[config.mk]
export PLATFORM = sky130hd
export DESIGN_NAME = alignment_column_conservation_filter_unit
export DESIGN_NICKNAME = d
export VERILOG_FILES = /design/src/sv/accf_pkg.sv /design/src/sv/alignment_column_conservation_filter_unit.sv /design/src/sv/accf_ram.sv /design/src/sv/accf_judge.sv
export SDC_FILE = /design/constraint.sdc
export NUM_CORES = 1
export LEC_CHECK = 0
export BUFFER_PORTS_ARGS = -buffer_cell sky130_fd_sc_hd__buf_2
export CAP_MARGIN = 10
export CORE_MARGIN = 10
export CORE_UTILIZATION = 64
export CTS_CLUSTER_SIZE = 20
export DETAILED_ROUTE_END_ITERATION = 12
export GPL_TIMING_DRIVEN = 0
export PLACE_DENSITY = 0.81
export SYNTH_ARGS = -nofsm -noshare
export SYNTH_HDL_FRONTEND = slang
export SYNTH_SLANG_ARGS = --single-unit
[constraint.sdc]
create_clock -name i_clk -period 8.4 [get_ports i_clk]
set_clock_uncertainty 0.1 [all_clocks]
set_input_delay 0.84 -clock i_clk [delete_from_list [all_inputs] [get_ports i_clk]]
set_output_delay 0.84 -clock i_clk [all_outputs]
set_load 0.02 [all_outputs]
[src/sv/accf_pkg.sv]
// Shared types, constants and the base classifier for the column conservation filter.
// No dependencies; every other file apart from accf_ram refers to this package by scoped names.
`timescale 1ns / 1ps
`default_nettype none

package accf_pkg;

    localparam int NUM_TREE = 8;
    localparam int SLOT_W   = (NUM_TREE > 1) ? $clog2(NUM_TREE) : 1;

    localparam int CNT_W    = 7;
    localparam int NUM_CLS  = 5;                // A, G, C, T, gap
    localparam int NUM_FLD  = NUM_CLS + 1;      // plus group total
    localparam int TOT_IDX  = NUM_CLS;
    localparam int WORD_W   = CNT_W * NUM_FLD;

    localparam int THR_W    = 17;
    localparam int FRAC_W   = 16;
    localparam int PROD_W   = THR_W + CNT_W;
    localparam logic [THR_W-1:0] THR_RESET = 17'd45875;

    localparam logic [CNT_W-1:0] CNT_MAX = '1;
    localparam logic [7:0]       CHAR_N  = 8'h4E;

    localparam int CFG_IDX_W = 1;
    localparam logic [CFG_IDX_W-1:0] CFG_IN_THR  = 1'b0;
    localparam logic [CFG_IDX_W-1:0] CFG_OUT_THR = 1'b1;

    typedef enum logic [2:0] {
        CLS_A,
        CLS_G,
        CLS_C,
        CLS_T,
        CLS_GAP,
        CLS_N,
        CLS_OTHER
    } t_cls;

    // majority code when no class was counted
    localparam logic [2:0] MAJ_NONE = 3'd5;

    typedef logic [NUM_FLD-1:0][CNT_W-1:0] t_cnt_word;

    typedef struct packed {
        logic [7:0] base_char;
        logic       is_out_group;
        logic [3:0] tree_slot;
        logic       column_end;
    } t_in_beat;

    typedef struct packed {
        logic [7:0] out_char;
        logic [2:0] slot_index;
        logic       last_of_column;
    } t_out_beat;

    typedef struct packed {
        logic [2:0] maj;
        logic       nonzero;
        logic       meets;
    } t_grp_res;

    typedef enum logic [3:0] {
        ST_IDLE,
        ST_UPD,
        ST_RD_IN,
        ST_LD_IN,
        ST_LD_OUT,
        ST_EVAL,
        ST_DECIDE,
        ST_EMIT_RD,
        ST_EMIT_LD
    } t_state;

    function automatic t_cls classify(input logic [7:0] ch);
        logic [7:0] u;
        t_cls       c;
        begin
            u = ch;
            if (ch >= 8'h61 && ch <= 8'h7A) begin
                u = ch - 8'd32;
            end
            case (u)
                8'h41:   c = CLS_A;     // 'A'
                8'h47:   c = CLS_G;     // 'G'
                8'h43:   c = CLS_C;     // 'C'
                8'h54:   c = CLS_T;     // 'T'
                8'h2D:   c = CLS_GAP;   // '-'
                8'h4E:   c = CLS_N;     // 'N'
                default: c = CLS_OTHER;
            endcase
            return c;
        end
    endfunction

endpackage

`default_nettype wire

[src/sv/alignment_column_conservation_filter_unit.sv]
// Top level of the column conservation filter: sequencer, count and character RAMs.
// Depends on accf_pkg, accf_ram and accf_judge.
//
//  channel   direction  handshake                   payload
//  in        input      i_in_valid / o_in_ready     i_in_data  (t_in_beat)
//  out       output     o_out_valid / i_out_ready   o_out_data (t_out_beat)
//  cfg       input      i_cfg_we (no wait)          i_cfg_idx, i_cfg_data
//
// A base is accepted with the count RAM read, then modified and written back.
// A column-end base then passes through two reads of the count RAM, evaluation and decision.
// A kept column then emits one beat per tree slot, each read through the char RAM
// port and then loaded into the output register, held while the output is stalled.
// Synchronous reset; counts and slot chars are qualified by valid bits, no clearing pass.
// Input is accepted while the last emitted beat still waits in the output register.
`timescale 1ns / 1ps
`default_nettype none

module alignment_column_conservation_filter_unit (
    input  wire logic                            i_clk,
    input  wire logic                            i_rst_n,
    input  wire logic                            i_in_valid,
    output logic                                 o_in_ready,
    input  wire accf_pkg::t_in_beat              i_in_data,
    output logic                                 o_out_valid,
    input  wire logic                            i_out_ready,
    output accf_pkg::t_out_beat                  o_out_data,
    input  wire logic                            i_cfg_we,
    input  wire logic [accf_pkg::CFG_IDX_W-1:0]  i_cfg_idx,
    input  wire logic [accf_pkg::THR_W-1:0]      i_cfg_data
);

    accf_pkg::t_state                  r_state, n_state;
    logic [1:0]                        r_grp_vld, n_grp_vld;
    logic [accf_pkg::NUM_TREE-1:0]     r_chr_vld, n_chr_vld;
    logic [accf_pkg::SLOT_W-1:0]       r_slot, n_slot;
    logic                              r_o_valid, n_o_valid;
    logic [accf_pkg::THR_W-1:0]        r_thr_in, r_thr_out;

    accf_pkg::t_in_beat                r_item;
    accf_pkg::t_cnt_word               r_in_word, r_out_word;
    accf_pkg::t_out_beat               r_o_data, n_o_data;

    logic                              in_acc;
    logic                              slot_ok;
    logic                              ld_in, ld_out, judge_en, o_load;
    logic                              slot_last;
    logic                              cnt_re, cnt_we, cnt_raddr;
    logic [accf_pkg::WORD_W-1:0]       cnt_rdata;
    accf_pkg::t_cnt_word               cnt_word, cnt_upd;
    accf_pkg::t_cls                    cls;
    logic                              chr_re;
    logic [7:0]                        chr_rdata;
    accf_pkg::t_grp_res                in_res, out_res;
    logic                              keep;

    assign o_in_ready  = (r_state == accf_pkg::ST_IDLE);
    assign in_acc      = i_in_valid && o_in_ready;
    assign slot_ok     = (32'(i_in_data.tree_slot) < accf_pkg::NUM_TREE);
    assign o_out_valid = r_o_valid;
    assign o_out_data  = r_o_data;
    assign slot_last   = (r_slot == accf_pkg::SLOT_W'(accf_pkg::NUM_TREE - 1));

    // one word per group: five class counts and the total, saturating
    accf_ram #(
        .WIDTH(accf_pkg::WORD_W),
        .DEPTH(2)
    ) u_cnt_ram (
        .i_clk  (i_clk),
        .i_we   (cnt_we),
        .i_waddr(r_item.is_out_group),
        .i_wdata(cnt_upd),
        .i_re   (cnt_re),
        .i_raddr(cnt_raddr),
        .o_rdata(cnt_rdata)
    );

    accf_ram #(
        .WIDTH(8),
        .DEPTH(accf_pkg::NUM_TREE)
    ) u_chr_ram (
        .i_clk  (i_clk),
        .i_we   (in_acc && slot_ok),
        .i_waddr(i_in_data.tree_slot[accf_pkg::SLOT_W-1:0]),
        .i_wdata(i_in_data.base_char),
        .i_re   (chr_re),
        .i_raddr(r_slot),
        .o_rdata(chr_rdata)
    );

    accf_judge u_judge_in (
        .i_clk (i_clk),
        .i_en  (judge_en),
        .i_word(r_in_word),
        .i_thr (r_thr_in),
        .o_res (in_res)
    );

    accf_judge u_judge_out (
        .i_clk (i_clk),
        .i_en  (judge_en),
        .i_word(r_out_word),
        .i_thr (r_thr_out),
        .o_res (out_res)
    );

    // read-modify-write of the group word; an entry never written this column reads zero
    always_comb begin
        cls      = accf_pkg::classify(r_item.base_char);
        cnt_word = r_grp_vld[r_item.is_out_group] ? accf_pkg::t_cnt_word'(cnt_rdata) : '0;
        cnt_upd  = cnt_word;
        if (cls != accf_pkg::CLS_N) begin
            if (cls != accf_pkg::CLS_OTHER && cnt_word[cls] != accf_pkg::CNT_MAX) begin
                cnt_upd[cls] = cnt_word[cls] + 1'b1;
            end
            if (cnt_word[accf_pkg::TOT_IDX] != accf_pkg::CNT_MAX) begin
                cnt_upd[accf_pkg::TOT_IDX] = cnt_word[accf_pkg::TOT_IDX] + 1'b1;
            end
        end
    end

    assign keep = in_res.nonzero && (in_res.maj != accf_pkg::MAJ_NONE) && in_res.meets &&
                  (!out_res.nonzero || (out_res.maj != in_res.maj) || !out_res.meets);

    always_comb begin
        n_state   = r_state;
        n_grp_vld = r_grp_vld;
        n_chr_vld = r_chr_vld;
        n_slot    = r_slot;
        cnt_re    = 1'b0;
        cnt_we    = 1'b0;
        cnt_raddr = 1'b0;
        chr_re    = 1'b0;
        ld_in     = 1'b0;
        ld_out    = 1'b0;
        judge_en  = 1'b0;
        o_load    = 1'b0;
        n_o_data  = r_o_data;

        case (r_state)
            accf_pkg::ST_IDLE: begin
                if (in_acc) begin
                    cnt_re    = 1'b1;
                    cnt_raddr = i_in_data.is_out_group;
                    if (slot_ok) begin
                        n_chr_vld[i_in_data.tree_slot[accf_pkg::SLOT_W-1:0]] = 1'b1;
                    end
                    n_state = accf_pkg::ST_UPD;
                end
            end
            accf_pkg::ST_UPD: begin
                cnt_we = 1'b1;
                n_grp_vld[r_item.is_out_group] = 1'b1;
                n_state = r_item.column_end ? accf_pkg::ST_RD_IN : accf_pkg::ST_IDLE;
            end
            accf_pkg::ST_RD_IN: begin
                cnt_re    = 1'b1;
                cnt_raddr = 1'b0;
                n_state   = accf_pkg::ST_LD_IN;
            end
            accf_pkg::ST_LD_IN: begin
                ld_in     = 1'b1;
                cnt_re    = 1'b1;
                cnt_raddr = 1'b1;
                n_state   = accf_pkg::ST_LD_OUT;
            end
            accf_pkg::ST_LD_OUT: begin
                ld_out  = 1'b1;
                n_state = accf_pkg::ST_EVAL;
            end
            accf_pkg::ST_EVAL: begin
                judge_en = 1'b1;
                n_state  = accf_pkg::ST_DECIDE;
            end
            accf_pkg::ST_DECIDE: begin
                n_grp_vld = '0;
                n_slot    = '0;
                if (keep) begin
                    n_state = accf_pkg::ST_EMIT_RD;
                end else begin
                    n_chr_vld = '0;
                    n_state   = accf_pkg::ST_IDLE;
                end
            end
            accf_pkg::ST_EMIT_RD: begin
                chr_re  = 1'b1;
                n_state = accf_pkg::ST_EMIT_LD;
            end
            accf_pkg::ST_EMIT_LD: begin
                // hold the read data until the output register frees up
                if (!r_o_valid || i_out_ready) begin
                    o_load                  = 1'b1;
                    n_o_data.out_char       = r_chr_vld[r_slot] ? chr_rdata : accf_pkg::CHAR_N;
                    n_o_data.slot_index     = 3'(r_slot);
                    n_o_data.last_of_column = slot_last;
                    if (slot_last) begin
                        n_chr_vld = '0;
                        n_state   = accf_pkg::ST_IDLE;
                    end else begin
                        n_slot  = r_slot + 1'b1;
                        n_state = accf_pkg::ST_EMIT_RD;
                    end
                end
            end
            default: begin
                n_state = accf_pkg::ST_IDLE;
            end
        endcase

        if (o_load) begin
            n_o_valid = 1'b1;
        end else if (r_o_valid && i_out_ready) begin
            n_o_valid = 1'b0;
        end else begin
            n_o_valid = r_o_valid;
        end
    end

    always_ff @(posedge i_clk) begin
        if (!i_rst_n) begin
            r_state   <= accf_pkg::ST_IDLE;
            r_grp_vld <= '0;
            r_chr_vld <= '0;
            r_slot    <= '0;
            r_o_valid <= 1'b0;
            r_thr_in  <= accf_pkg::THR_RESET;
            r_thr_out <= accf_pkg::THR_RESET;
        end else begin
            r_state   <= n_state;
            r_grp_vld <= n_grp_vld;
            r_chr_vld <= n_chr_vld;
            r_slot    <= n_slot;
            r_o_valid <= n_o_valid;
            if (i_cfg_we && i_cfg_idx == accf_pkg::CFG_IN_THR) begin
                r_thr_in <= i_cfg_data;
            end
            if (i_cfg_we && i_cfg_idx == accf_pkg::CFG_OUT_THR) begin
                r_thr_out <= i_cfg_data;
            end
        end
    end

    always_ff @(posedge i_clk) begin
        if (in_acc) begin
            r_item <= i_in_data;
        end
        if (ld_in) begin
            r_in_word <= r_grp_vld[0] ? accf_pkg::t_cnt_word'(cnt_rdata) : '0;
        end
        if (ld_out) begin
            r_out_word <= r_grp_vld[1] ? accf_pkg::t_cnt_word'(cnt_rdata) : '0;
        end
        r_o_data <= n_o_data;
    end

endmodule

`default_nettype wire

[src/sv/accf_ram.sv]
// Generic simple dual-port RAM: one write port, one read port with registered data.
// Standalone; read data holds while the read enable is low.
`timescale 1ns / 1ps
`default_nettype none

module accf_ram #(
    parameter int WIDTH = 8,
    parameter int DEPTH = 8
) (
    input  wire logic                                     i_clk,
    input  wire logic                                     i_we,
    input  wire logic [((DEPTH > 1) ? $clog2(DEPTH) : 1)-1:0] i_waddr,
    input  wire logic [WIDTH-1:0]                         i_wdata,
    input  wire logic                                     i_re,
    input  wire logic [((DEPTH > 1) ? $clog2(DEPTH) : 1)-1:0] i_raddr,
    output logic      [WIDTH-1:0]                         o_rdata
);

    logic [WIDTH-1:0] r_mem [DEPTH];
    logic [WIDTH-1:0] r_rdata;

    always_ff @(posedge i_clk) begin
        if (i_we) begin
            r_mem[i_waddr] <= i_wdata;
        end
        if (i_re) begin
            r_rdata <= r_mem[i_raddr];
        end
    end

    assign o_rdata = r_rdata;

endmodule

`default_nettype wire

[src/sv/accf_judge.sv]
// Per-group evaluation: majority class, threshold product, then the Q1.16 compare.
// Depends on accf_pkg. o_res is registered and stable from the cycle after i_en.
`timescale 1ns / 1ps
`default_nettype none

module accf_judge (
    input  wire logic                        i_clk,
    input  wire logic                        i_en,
    input  wire accf_pkg::t_cnt_word         i_word,
    input  wire logic [accf_pkg::THR_W-1:0]  i_thr,
    output accf_pkg::t_grp_res               o_res
);

    logic [2:0]                    maj;
    logic [accf_pkg::CNT_W-1:0]    best;
    logic [accf_pkg::CNT_W-1:0]    maj_cnt;
    logic [accf_pkg::PROD_W-1:0]   prod;

    logic [2:0]                    r_maj;
    logic [accf_pkg::CNT_W-1:0]    r_cnt;
    logic                          r_nonzero;
    logic [accf_pkg::PROD_W-1:0]   r_prod;

    // first strict maximum in A, G, C, T, gap order
    always_comb begin
        best = '0;
        maj  = accf_pkg::MAJ_NONE;
        for (int i = 0; i < accf_pkg::NUM_CLS; i++) begin
            if (i_word[i] > best) begin
                best = i_word[i];
                maj  = 3'(i);
            end
        end
        maj_cnt = best;
        prod    = accf_pkg::PROD_W'(i_thr) * accf_pkg::PROD_W'(i_word[accf_pkg::TOT_IDX]);
    end

    always_ff @(posedge i_clk) begin
        if (i_en) begin
            r_maj     <= maj;
            r_cnt     <= maj_cnt;
            r_nonzero <= (i_word[accf_pkg::TOT_IDX] != '0);
            r_prod    <= prod;
        end
    end

    // count * 2^16 >= thr * total
    always_comb begin
        o_res.maj     = r_maj;
        o_res.nonzero = r_nonzero;
        o_res.meets   = (accf_pkg::PROD_W'({r_cnt, {accf_pkg::FRAC_W{1'b0}}}) >= r_prod);
    end

endmodule

`default_nettype wire
## Yosys cells after proc, flatten, opt, wreduce, memory -nomap -nowiden

Memory sizes are Yosys's and may differ from the RTL's. A register that Yosys moved wholly into a read port is not among the register bits.
Cells that the tools add are included.

| word-level totals | value |
|---|---|
| register bits | 228 |
| memory bits (writable) | 148 |
| memories kept | 2 |

| operators by class | value |
|---|---|
| add/sub/neg operators | 4 |
| multiply operators | 2 |
| order comparisons | 22 |
| eq/ne operators | 27 |
| muxes and demuxes | 70 |
| bitwise logic cells | 3 |
| reductions and logical operators | 31 |

Memories:

| name | words | width | read ports | clocked after memory_dff | wr ports | line | RTL |
|---|---|---|---|---|---|---|---|
| u_cnt_ram.r_mem | 2 | 42 | 1 | 1 | 1 | accf_ram.sv:19 | `logic [WIDTH-1:0] r_mem [DEPTH];` |
| u_chr_ram.r_mem | 8 | 8 | 1 | 1 | 1 | accf_ram.sv:19 |  |

Operators by type and width:

| kind | count |
|---|---|
| $mux W42 | 3 |
| $mux W7 | 13 |
| $gt A7 B7 Y1 | 8 |
| $ge A23 B24 Y1 | 2 |
| $mul A17 B7 Y24 | 2 |
| $mux W8 | 6 |
| $bwmux W42 | 1 |
| $eq A8 B7 Y1 const B | 5 |
| $mux W3 | 12 |
| $pmux W4 S9 | 1 |
| $pmux W8 S3 | 1 |
| $bmux W7 S3 | 1 |
| $demux W7 S3 | 1 |
| $mux W1 | 20 |
| $pmux W3 S6 | 1 |
| $eq A4 B3 Y1 const B | 4 |
| $add A7 B1 Y7 const B | 2 |
| $gt A7 B1 Y1 const B | 2 |
| $ne A7 B7 Y1 const B | 2 |
| $reduce_bool A7 Y1 | 2 |
| $logic_and A1 B1 Y1 | 13 |
| $lt A3 B4 Y1 const B | 3 |
| $ne A3 B3 Y1 const B | 3 |
| $eq A4 B2 Y1 const B | 2 |
| other kinds (35) | 49 |

## Depth between registers and ports, before layout

Gate-level depths: netlist of the first run.

| logic depth | value |
|---|---|
| depth after elaboration | 13 |
| mapped depth | 35 |
| depth with buffers taken out | 32 |

## By module

From an unflattened synthesis of the first run, not the netlist that was laid out.

| unflattened totals | value |
|---|---|
| cells, all modules | 2325 |
| area, all modules | 27101.0 um^2 |

Modules (own cells, without submodules):

| module | times used | cells each | area each (um^2) |
|---|---|---|---|
| alignment_column_conservation_filter_unit | 1 | 697 | 7541.0 |
| accf_judge (u_judge_out) | 1 | 689 | 6229.7 |
| accf_judge (u_judge_in) | 1 | 650 | 6048.3 |
| accf_ram (u_cnt_ram) | 1 | 175 | 4510.6 |
| accf_ram (u_chr_ram) | 1 | 114 | 2771.4 |

## Worst setup path before layout of the first run

OpenSTA, ideal clock, no wires.

| timing | value |
|---|---|
| path kind | reg2reg |
| start point | register r_in_word[11] (netlist bit) |
| end point | register u_judge_in.r_cnt[1] (netlist bit) (data pin) |
| arrival time | 6.561 ns |
| required time | 8.033 ns |
| slack | 1.472 ns |
| stages on the path, launching flop included | 31 |
| buffers on the path | 3 |
| path through | edfxtp_1 > ha_1 > a21o_1 > a21o_1 > a221oi_1 > a41o_1 > clkbuf_1 > mux2i_1 > ha_1 > a21oi_1 > nor2b_1 > o21ai_0 > o21ai_0 > o22ai_1 > clkbuf_1 > nand2_1 > o21ai_0 > ha_1 > a21oi_1 > nor2b_1 > o21ai_0 > o21ai_0 > o22ai_1 > mux2_2 > ha_1 > a21o_1 > a21o_1 > a221oi_1 > a41o_1 > clkbuf_1 > a21oi_1 |

| on the way | value |
|---|---|
| longest elaborated chain between the ends | 8 |

Ends and longest elaborated chain:

| what | line | RTL |
|---|---|---|
| start, declared | alignment_column_conservation_filter_unit.sv:40 | `accf_pkg::t_cnt_word r_in_word, r_out_word;` |
| start signal, assigned | alignment_column_conservation_filter_unit.sv:247 | `r_in_word <= r_grp_vld[0] ? accf_pkg::t_cnt_word'(cnt_rdata) : '0;` |
| $gt A7 B7 Y1 | accf_judge.sv:29 | `if (i_word[i] > best) begin` |
| $mux W7 (*) | accf_judge.sv:29 |  |
| $gt A7 B7 Y1 | accf_judge.sv:29 |  |
| $mux W7 (*) | accf_judge.sv:29 |  |
| $gt A7 B7 Y1 | accf_judge.sv:29 |  |
| $mux W7 (*) | accf_judge.sv:29 |  |
| $gt A7 B7 Y1 | accf_judge.sv:29 |  |
| $mux W7 (*) | accf_judge.sv:29 |  |
| via u_judge_in.best, one bit | accf_judge.sv:15 | `logic [accf_pkg::CNT_W-1:0] best;` |
| end signal, assigned | accf_judge.sv:41 | `r_cnt <= maj_cnt;` |
| end, declared | accf_judge.sv:20 | `logic [accf_pkg::CNT_W-1:0] r_cnt;` |

The timed path passes the listed nets; every way through them passes the cells marked *.
A chain may end at the register's enable or synchronous reset.

## Final worst setup path of the first run

| timing | value |
|---|---|
| start point | register r_out_word[1] (netlist bit) |
| end point | register u_judge_out.r_cnt[1] (netlist bit) (data pin) |

| on the way | value |
|---|---|
| longest elaborated chain between the ends | 10 |

Ends and longest elaborated chain:

| what | line | RTL |
|---|---|---|
| start, declared | alignment_column_conservation_filter_unit.sv:40 |  |
| start signal, assigned | alignment_column_conservation_filter_unit.sv:250 | `r_out_word <= r_grp_vld[1] ? accf_pkg::t_cnt_word'(cnt_rdata) : '0;` |
| $gt A7 B1 Y1 | accf_judge.sv:29 |  |
| $mux W7 (*) | accf_judge.sv:29 |  |
| $gt A7 B7 Y1 | accf_judge.sv:29 |  |
| $mux W7 (*) | accf_judge.sv:29 |  |
| $gt A7 B7 Y1 | accf_judge.sv:29 |  |
| $mux W7 (*) | accf_judge.sv:29 |  |
| $gt A7 B7 Y1 | accf_judge.sv:29 |  |
| $mux W7 (*) | accf_judge.sv:29 |  |
| $gt A7 B7 Y1 | accf_judge.sv:29 |  |
| $mux W7 (*) | accf_judge.sv:29 |  |
| via u_judge_out.best, one bit | accf_judge.sv:15 |  |
| end signal, assigned | accf_judge.sv:41 |  |
| end, declared | accf_judge.sv:20 |  |

Marked as above.

==> results of run 1 <==
==> final cells by class <==
type                       instances  share of cell area (%)
tap                              525                    2.28
timing repair buffer              74                    1.71
clock inverter                    18                   0.903
buffer                           105                    1.52
multi-input combinational       1512                    44.0
inverter                         198                    2.58
sequential                       426                    42.6
clock buffer                      65                    4.37
==> cell usage after synthesis (3+ instances only) <==
cell / n / share of area [%]
sky130_fd_sc_hd__o22ai_1: 5 / 0.12
sky130_fd_sc_hd__o211ai_1: 4 / 0.12
sky130_fd_sc_hd__nor2b_1: 22 / 0.53
sky130_fd_sc_hd__a21o_1: 24 / 0.69
sky130_fd_sc_hd__o21ai_0: 54 / 1.0
sky130_fd_sc_hd__a21boi_0: 21 / 0.60
sky130_fd_sc_hd__dfxtp_1: 52 / 4.0
sky130_fd_sc_hd__inv_1: 198 / 2.8
sky130_fd_sc_hd__a31oi_1: 9 / 0.22
sky130_fd_sc_hd__clkbuf_1: 87 / 1.3
sky130_fd_sc_hd__nand4_1: 10 / 0.24
sky130_fd_sc_hd__a21oi_1: 65 / 1.2
sky130_fd_sc_hd__mux2i_1: 78 / 3.0
sky130_fd_sc_hd__or3_1: 9 / 0.22
sky130_fd_sc_hd__fa_1: 148 / 11
sky130_fd_sc_hd__mux2_2: 70 / 3.0
sky130_fd_sc_hd__and3_1: 8 / 0.19
sky130_fd_sc_hd__nor3_1: 21 / 0.40
sky130_fd_sc_hd__buf_6: 3 / 0.13
sky130_fd_sc_hd__a221oi_1: 4 / 0.13
sky130_fd_sc_hd__nand3_1: 41 / 0.79
sky130_fd_sc_hd__edfxtp_1: 374 / 43
sky130_fd_sc_hd__nor4b_1: 3 / 0.10
sky130_fd_sc_hd__xor2_1: 10 / 0.34
sky130_fd_sc_hd__ha_1: 159 / 7.6
sky130_fd_sc_hd__a211oi_1: 12 / 0.35
sky130_fd_sc_hd__nor4_1: 14 / 0.34
sky130_fd_sc_hd__and4_1: 4 / 0.13
sky130_fd_sc_hd__buf_1: 12 / 0.17
sky130_fd_sc_hd__nand4_2: 3 / 0.14
sky130_fd_sc_hd__and2_1: 152 / 3.6
sky130_fd_sc_hd__nand2b_1: 14 / 0.34
sky130_fd_sc_hd__or2_2: 7 / 0.17
sky130_fd_sc_hd__o211a_1: 3 / 0.12
sky130_fd_sc_hd__xnor2_1: 37 / 1.2
sky130_fd_sc_hd__nand2_1: 337 / 4.8
sky130_fd_sc_hd__o21a_1: 12 / 0.35
sky130_fd_sc_hd__nor2_1: 85 / 1.2
sky130_fd_sc_hd__a41o_1: 5 / 0.19
sky130_fd_sc_hd__mux4_2: 18 / 1.6
==> layer usage <==
metal	global-route usage [%]	vias up
met2	40.5	568
met5	0	-
met3	3.34	155
met4	10.3	0
met1	29.3	8588
li1	-	8008
==> sequential cells by signal, indices dropped and copies added (netlist names), 17 cells and up <==
signal	flops
r_thr_in	17
u_cnt_ram.o_rdata	42
r_out_word	42
r_thr_out	17
u_chr_ram.r_mem	64
r_in_word	42
u_judge_out.r_prod	24
u_cnt_ram.r_mem	84
u_judge_in.r_prod	24
==> stage by stage <==
| step | TNS, ps | hold WS, ps | cell area [sq um] |
|---|---|---|---|
| 2_1_floorplan | 0 | 332 | 26100 |
| 3_3_place_gp | -15840 | 353 | 27000 |
| 3_5_place_dp | 0 | 366 | 27200 |
| 4_1_cts | 0 | 324 | 28700 |
| 5_1_grt | -0.436 | 334 | 28800 |
| 6_report | 0 | 348 | 28800 |
==> worst paths after layout <==
| check | depth (start not counted) | to | slack, ps |
|---|---|---|---|
| max | 30 | u_judge_out.r_cnt[1] | 490 |
| min | 1 | r_item[0] | 350 |
| max reg2reg | 30 | u_judge_out.r_cnt[1] | 490 |
| min reg2reg | 0 | o_out_data[3] | 380 |
==> logic make-up (layout without fill, tap and decap cells) <==
kind of cell,count (synthesis),in the layout,synth area share [%]
buf+inv,305,460,4.56
mux,166,166,7.57
simple gates,748,748,14.0
compound gates,244,244,6.22
fa+ha+maj,307,307,19.0
xor+xnor,47,47,1.58
flops,426,426,47.0
==> repair_timing <==
item	in CTS	in global routing
endpoints found under the setup margin	0	19
resized for setup	0	6
setup buffers	0	6
==> critical path, delay by kind of cell (launching register included) <==
family / cells / cell delay (ps)
DFF: 1 / 410
adders and majority gates: 4 / 1270
AOI/OAI and AO/OA: 17 / 3960
and+or+nand+nor: 4 / 320
buffers and inverters: 3 / 810
muxes: 2 / 770
==> power by group <==
part	internal (W)	switching (W)	leakage [nW]
registers	0.00244	0.0000731	3.90
logic	0.000550	0.000709	7.26
clock network	0.00121	0.000824	0.735
total	0.00419	0.00161	11.9
==> impl_metrics.toml, run 1 <==
[worst_setup_path]
crit_slowest_cell = "sky130_fd_sc_hd__a221oi_1"
reg2reg_from = "r_out_word[1]"
cp_slowest_stage_delay_ps = 440
critical_path_type = "register to register"
critical_path_required_ps = 8620
crit_path_max_fanout = 10
worst_setup_path_end_kind = "register"
crit_path_frequent_cell = "sky130_fd_sc_hd__o21ai_0"
worst-endpoint-arrival_ps = 8130
crit_start = "r_out_word[1]"
timing.critical_path.from_type = "register"

[layout]
fillerInstances = 2704
drive_above_1_share_pct = 11.4
multiInputGateArea_sq_um = 12700
layout.cells.most_common = "sky130_fd_sc_hd__edfxtp_1"
layout.area.seq_sq_um = 12300
syn2layout_area_growth_pct = 10.4
fin_util_pct = 72.0
final-instance-count-excl-fill = 2923
nNetsFinal = 2706
antenna_cells_inserted = 0
most-common-layout-cells = "374 x sky130_fd_sc_hd__edfxtp_1, 337 x sky130_fd_sc_hd__nand2_1, 198 x sky130_fd_sc_hd__inv_1"

[synthesis]
synth_warnings = 0
synth.cell_area_sq_um = 26100
seq_area_frac_synth_pct = 47.0
synth.ff_latch_count = 426
ys_async_sr_fraction_pct = 0
ys_dominant_reg_cell = "sky130_fd_sc_hd__edfxtp_1"
synthesis.area_per_instance_sq_um = 11.6
synth_enable_flop_cells = 374
unique_masters_post_synth = 72
synthesis.nets = 2587
synthCells = 2243

[min_path]
worst_hold_path_type = "input port to register"
hp-start = "i_in_data[0]"

[global_route]
grt_start_max_net_pins = 37
antenna_violations_before_repair = 0
grt-ovfl-total = 0
grtUsageTotal_pct = 23.6
first_pass_grt_wire_length_mm = 93.9
first_global_vias = 17875

[clock_tree]
cts-root-to-sink-buffers = 3
clock-root-buffer = "sky130_fd_sc_hd__clkbuf_16"
clkLatencyLatePin_ps = 590
clkTransAtPathRegs_ps = 60
clkSinkCount = 426
tritoncts = "built"
cts_inserted_buffers = 45
cts.hold.buffers_added = 0
h_tree_levels = 2

[drt]
dr.max_layer_used = "met4"
routed_wirelength_mm = 57.8
drtAntennaViolNets = 0
drt-wirelength-per-cell_um = 19.8
dr.pass1.iters = 6
via_count = 17319
post-route-drc-count = 0
route.met3.wl_mm = 3.37
met2RoutedLength_mm = 28.9
via_per_inst = 5.93
route.layer.met1.wl_mm = 23.0
dr.first_iter.drc_count = 1328

[die]
io_pins = 51
initial_utilization_pct = 65.2
fp-row-count = 73
vertical_extent_of_the_die_um = 222
die_w_um = 222
die_area_sq_um = 49200
placeableCoreArea_sq_um = 40000

[timing]
finalSetupViolations = 0
crit_share_post_route_pct = 94.2
min_period_ps = 7910
fmax_ghz = 0.126
setup_slack_ps = 491
tightest_slew_ps = 1050
maxSlewViolCount = 0
relSlewSlack_pct = 30.2
report.final.hold_viol_count = 0

[placement]
worst_setup_timing_slack_at_the_placement_stage_ps = 104
placement.io_buffers = 48
place_inst = 2834
hpwlAfterDp_mm = 42.8
finalWeightedCongestion = 0.924

[pwr]
pwr_density_cell_nw_per_um2 = 201
vdd_drop_max_uv = 189
leakage_nw = 11.9
power_w = 0.00580

[outcome]
outcome = "complete, no violations"

[flow_run]
max-cap-violations = 0
No activity file was read; power rests on OpenSTA's default activity.
==> run 2, diff against run 1 <==
Settings changed: SETUP_SLACK_MARGIN set to 0.5.
==> impl_metrics.toml, run 2 (same netlist as run 1, synthesis figures left out) <==
[die]
placeableCoreArea_sq_um = 40000
die_w_um = 222
initial_utilization_pct = 65.2
io_pins = 51
vertical_extent_of_the_die_um = 222
die_area_sq_um = 49200
fp-row-count = 73

[pwr]
leakage_nw = 11.9
vdd_drop_max_uv = 189
power_w = 0.00580
pwr_density_cell_nw_per_um2 = 201

[worst_setup_path]
cp_slowest_stage_delay_ps = 400
critical_path_type = "register to register"
timing.critical_path.from_type = "register"
crit_start = "r_out_word[1]"
worst-endpoint-arrival_ps = 7660
critical_path_required_ps = 8630
crit_path_frequent_cell = "sky130_fd_sc_hd__o21ai_0"
crit_path_max_fanout = 10
crit_slowest_cell = "sky130_fd_sc_hd__edfxtp_1"
worst_setup_path_end_kind = "register"
reg2reg_from = "r_out_word[1]"

[timing]
report.final.hold_viol_count = 0
maxSlewViolCount = 0
relSlewSlack_pct = 27.7
setup_slack_ps = 977
unrepaired_setup_endpoints_after_global_routing = "no"
fmax_ghz = 0.135
accumulated_negative_setup_slack_ps = 0
crit_share_post_route_pct = 88.4
finalSetupViolations = 0
min_period_ps = 7420
tightest_slew_ps = 1080

[drt]
drtAntennaViolNets = 0
post-route-drc-count = 0
dr.pass1.iters = 6
dr.first_iter.drc_count = 1381
drt-wirelength-per-cell_um = 19.8
via_count = 17316
via_per_inst = 5.92
routed_wirelength_mm = 57.9

[global_route]
first_pass_grt_wire_length_mm = 94.0
antenna_violations_before_repair = 0
grt_start_max_net_pins = 37
grt-ovfl-total = 0
first_global_vias = 17935
grtUsageTotal_pct = 23.6

[clock_tree]
clkLatencyLatePin_ps = 590
tritoncts = "built"
clkTransAtPathRegs_ps = 60
cts.hold.buffers_added = 0
clock-root-buffer = "sky130_fd_sc_hd__clkbuf_16"
cts-root-to-sink-buffers = 3
cts_inserted_buffers = 45
h_tree_levels = 2
clkSinkCount = 426

[min_path]
hp-start = "i_in_data[0]"
worst_hold_path_type = "input port to register"

[layout]
layout.cells.most_common = "sky130_fd_sc_hd__edfxtp_1"
registers.top_by_ff_count = "u_cnt_ram.r_mem"
max_ffs_per_register = 84
design_area_sq_um = 28800
nNetsFinal = 2706
antenna_cells_inserted = 0
syn2layout_area_growth_pct = 10.6
drive_above_1_share_pct = 11.7
top_regs = "u_cnt_ram.r_mem: 84 flops, u_chr_ram.r_mem: 64 flops"
layout.area.seq_sq_um = 12300
multiInputGateArea_sq_um = 12700
fillerInstances = 2701
most-common-layout-cells = "374 x sky130_fd_sc_hd__edfxtp_1, 337 x sky130_fd_sc_hd__nand2_1, 198 x sky130_fd_sc_hd__inv_1"

[flow_run]
max-cap-violations = 0

[outcome]
outcome = "complete, no violations"

[placement]
dpl-instance-area_sq_um = 27200
placement.io_buffers = 48
hpwlAfterDp_mm = 42.8
worst_setup_timing_slack_at_the_placement_stage_ps = 104
finalWeightedCongestion = 0.924
-- run 2: cell types whose count changed in the layout (fill, tap and decap cells not counted), sizes merged --
cell    previous run  this run
buf               93        91
clkbuf           151       153
-- run 2: power by group --
group,switching [W],internal [W]
sequential,0.0000735,0.00244
combinational,0.000710,0.000550
clock,0.000826,0.00121
total,0.00161,0.00419
-- run 2: through the flow --
stage                     hold WS [ps]  cells  utilization (%)
final                              347   2923             72.1
after global routing               334   2923             72.1
after CTS                          324   2921             72.0
after detailed placement           366   2834             68.0
after global placement             353   2816             67.4
after floorplan                    332   2243                -
-- run 2: path summary, 6_finish.rpt --
path	end	slack [ps]	cells after the start
worst max-delay path	u_judge_out.r_cnt[0]	980	31
worst min-delay path	r_item[0]	350	1
worst max register to register	u_judge_out.r_cnt[0]	980	31
worst min register to register	o_out_data[3]	380	0
-- run 2: area by class of cell --
cell class | instances | area share [%]
plain buffers | 107 | 1.57
clock buffers | 65 | 4.37
clock inverters | 18 | 0.902
inverters | 198 | 2.58
multi-input cells | 1512 | 44.1
flip-flops and latches | 426 | 42.6
well taps | 525 | 2.28
repair buffers | 72 | 1.66
-- run 2: routing by layer --
layer	wire [um]	up-vias	global-route usage, %	part of all wire (%)
li1	-	8007	-	-
met1	23100	8591	29.3	40
met2	28900	563	40.5	50
met3	3360	155	3.34	5.8
met4	2440	0	10.5	4.2
met5	0	-	0	0
-- run 2: timing repair --
action                     CTS  global route
gates resized for setup      4            14
setup endpoints to repair   17            18
pin swaps                    2             0
buffers inserted             4             0
-- run 2: worst max-delay path, delay by kind of cell (launching register included) --
kind,cells,cell delay (ps)
compound gates,16,3270
fa+ha+maj,4,1220
mux,3,1160
buf+inv,3,600
flops,1,400
simple gates,5,390
==> run 3, diff against run 2 <==
Settings changed: BUFFER_PORTS_ARGS -buffer_cell sky130_fd_sc_hd__buf_2 to -buffer_cell sky130_fd_sc_hd__clkbuf_2, REMOVE_ABC_BUFFERS set to 1.
==> impl_metrics.toml, run 3 (same netlist as run 1, synthesis figures left out) <==
[worst_setup_path]
crit_path_frequent_cell = "sky130_fd_sc_hd__o21ai_0"
critical_path_type = "register to register"
critical_path.top_delay_family = "compound AO/OA/AOI/OAI gates"
worst-path-buf-inv = 1
crit_slowest_cell = "sky130_fd_sc_hd__o22ai_2"
timing.critical_path.from_type = "register"
critical_path_required_ps = 8640
crit_path_max_fanout = 14
worst_setup_path_end_kind = "register"
cp_slowest_stage_delay_ps = 460
worst-endpoint-arrival_ps = 7810

[global_route]
first_global_vias = 17426
first_pass_grt_wire_length_mm = 91.3
grtUsageTotal_pct = 22.8
grt-ovfl-total = 0
grt_start_max_net_pins = 46
antenna_violations_before_repair = 0

[layout]
layout.cells.most_common = "sky130_fd_sc_hd__edfxtp_1"
final-instance-count-excl-fill = 2825
most-common-layout-cells = "374 x sky130_fd_sc_hd__edfxtp_1, 337 x sky130_fd_sc_hd__nand2_1, 198 x sky130_fd_sc_hd__inv_1"
top_regs = "u_cnt_ram.r_mem: 84 flops, u_chr_ram.r_mem: 64 flops"
syn2layout_area_growth_pct = 9.23
antenna_cells_inserted = 0
fin_util_pct = 71.2
nNetsFinal = 2609
design_area_sq_um = 28500
max_ffs_per_register = 84
drive_above_1_share_pct = 12.5
registers.top_by_ff_count = "u_cnt_ram.r_mem"
fillerInstances = 2659

[drt]
via_count = 16940
dr.first_iter.drc_count = 1627
routed_wirelength_mm = 55.9
drtAntennaViolNets = 0
post-route-drc-count = 0
via_per_inst = 6.00
dr.pass1.iters = 5
drt-wirelength-per-cell_um = 19.8

[clock_tree]
clkSinkCount = 426
clock-root-buffer = "sky130_fd_sc_hd__clkbuf_16"
cts_inserted_buffers = 44
clkTransAtPathRegs_ps = 60
h_tree_levels = 2
clkLatencyLatePin_ps = 610
cts.hold.buffers_added = 0
tritoncts = "built"
cts-root-to-sink-buffers = 3

[timing]
tightest_slew_ps = 1100
finalSetupViolations = 0
unrepaired_setup_endpoints_after_global_routing = "no"
maxSlewViolCount = 0
crit_share_post_route_pct = 90.2
fmax_ghz = 0.132
report.final.hold_viol_count = 0
accumulated_negative_setup_slack_ps = 0
min_period_ps = 7570
relSlewSlack_pct = 26.8

[pwr]
pwr_density_cell_nw_per_um2 = 200
vdd_drop_max_uv = 181
power_w = 0.00569
leakage_nw = 11.8

[placement]
dpl-instance-area_sq_um = 26900
place_inst = 2734
hpwlAfterDp_mm = 40.0
finalWeightedCongestion = 0.889
placement.io_buffers = 50

[die]
initial_utilization_pct = 65.2
die_w_um = 222
fp-row-count = 73
die_area_sq_um = 49200
placeableCoreArea_sq_um = 40000
io_pins = 51
vertical_extent_of_the_die_um = 222

[min_path]
worst_hold_path_type = "input port to register"

[flow_run]
max-cap-violations = 0

[outcome]
outcome = "complete, no violations"
## run 3: cell count changes in the layout (fill, tap and decap cells not counted), sizes merged
| cell | delta |
|---|---|
| clkinv | +9 |
| buf | -59 |
| clkinvlp | +4 |
| bufinv | -3 |
| clkbuf | -48 |
| inv | -1 |
## run 3: metal layers
layer  share of wire, %  global-route usage (%)  up-vias
met3                6.1                    3.30      148
met2                 51                    39.2      587
met1                 39                    28.2     8403
met5                  0                       0        -
li1                   -                       -     7802
met4                4.0                    9.38        0
## run 3: layout make-up
cell class,instances,area (sq um),share of cell area [%]
flip-flops and latches,426,12300,43.1
well taps,525,657,2.31
multi-input cells,1512,12700,44.7
clock buffers,54,1170,4.11
inverters,198,743,2.61
repair buffers,83,649,2.28
clock inverters,27,277,0.970
## run 3: timing repair
item                       4_1_cts  5_1_grt
setup endpoints to repair       15       19
pin swaps                        0        2
buffers inserted                 0        6
resized for setup                2        8
hold endpoints to repair         0        0
cloned                           0        0
## run 3: final timing paths
kind | slack, ps | startpoint | end | cells after the start
worst min-delay path | 320 | i_in_data[0] | r_item[0] | 1
worst max-delay path | 830 | r_out_word[1] | u_judge_out.r_cnt[0] | 29
worst min register to register | 410 | u_chr_ram.o_rdata[2] | o_out_data[6] | 1
worst max register to register | 830 | r_out_word[1] | u_judge_out.r_cnt[0] | 29
## run 3: through the flow
| stage | hold slack, ps | setup slack (ps) |
|---|---|---|
| after floorplan | 382 | 1410 |
| after CTS | 303 | 367 |
| after detailed placement | 391 | 209 |
| after global routing | 322 | 405 |
| after global placement | 388 | -146 |
| final | 325 | 826 |
## run 3: worst reg2reg max path, delay by kind of cell (launching register included)
family                   cells  cell delay [ps]
AO/OA/AOI/OAI               16             4000
buffers and inverters        1               60
AND/OR/NAND/NOR              5              450
multiplexers                 3             1110
adder cells (fa/ha/maj)      4             1210
flip-flops                   1              390
## run 3: power by group
part           total (W)  switching (W)  leakage [nW]  internal [W]
Sequential       0.00253      0.0000916          3.90       0.00244
Clock            0.00194       0.000863         0.695       0.00108
Combinational    0.00122       0.000676          7.18      0.000544
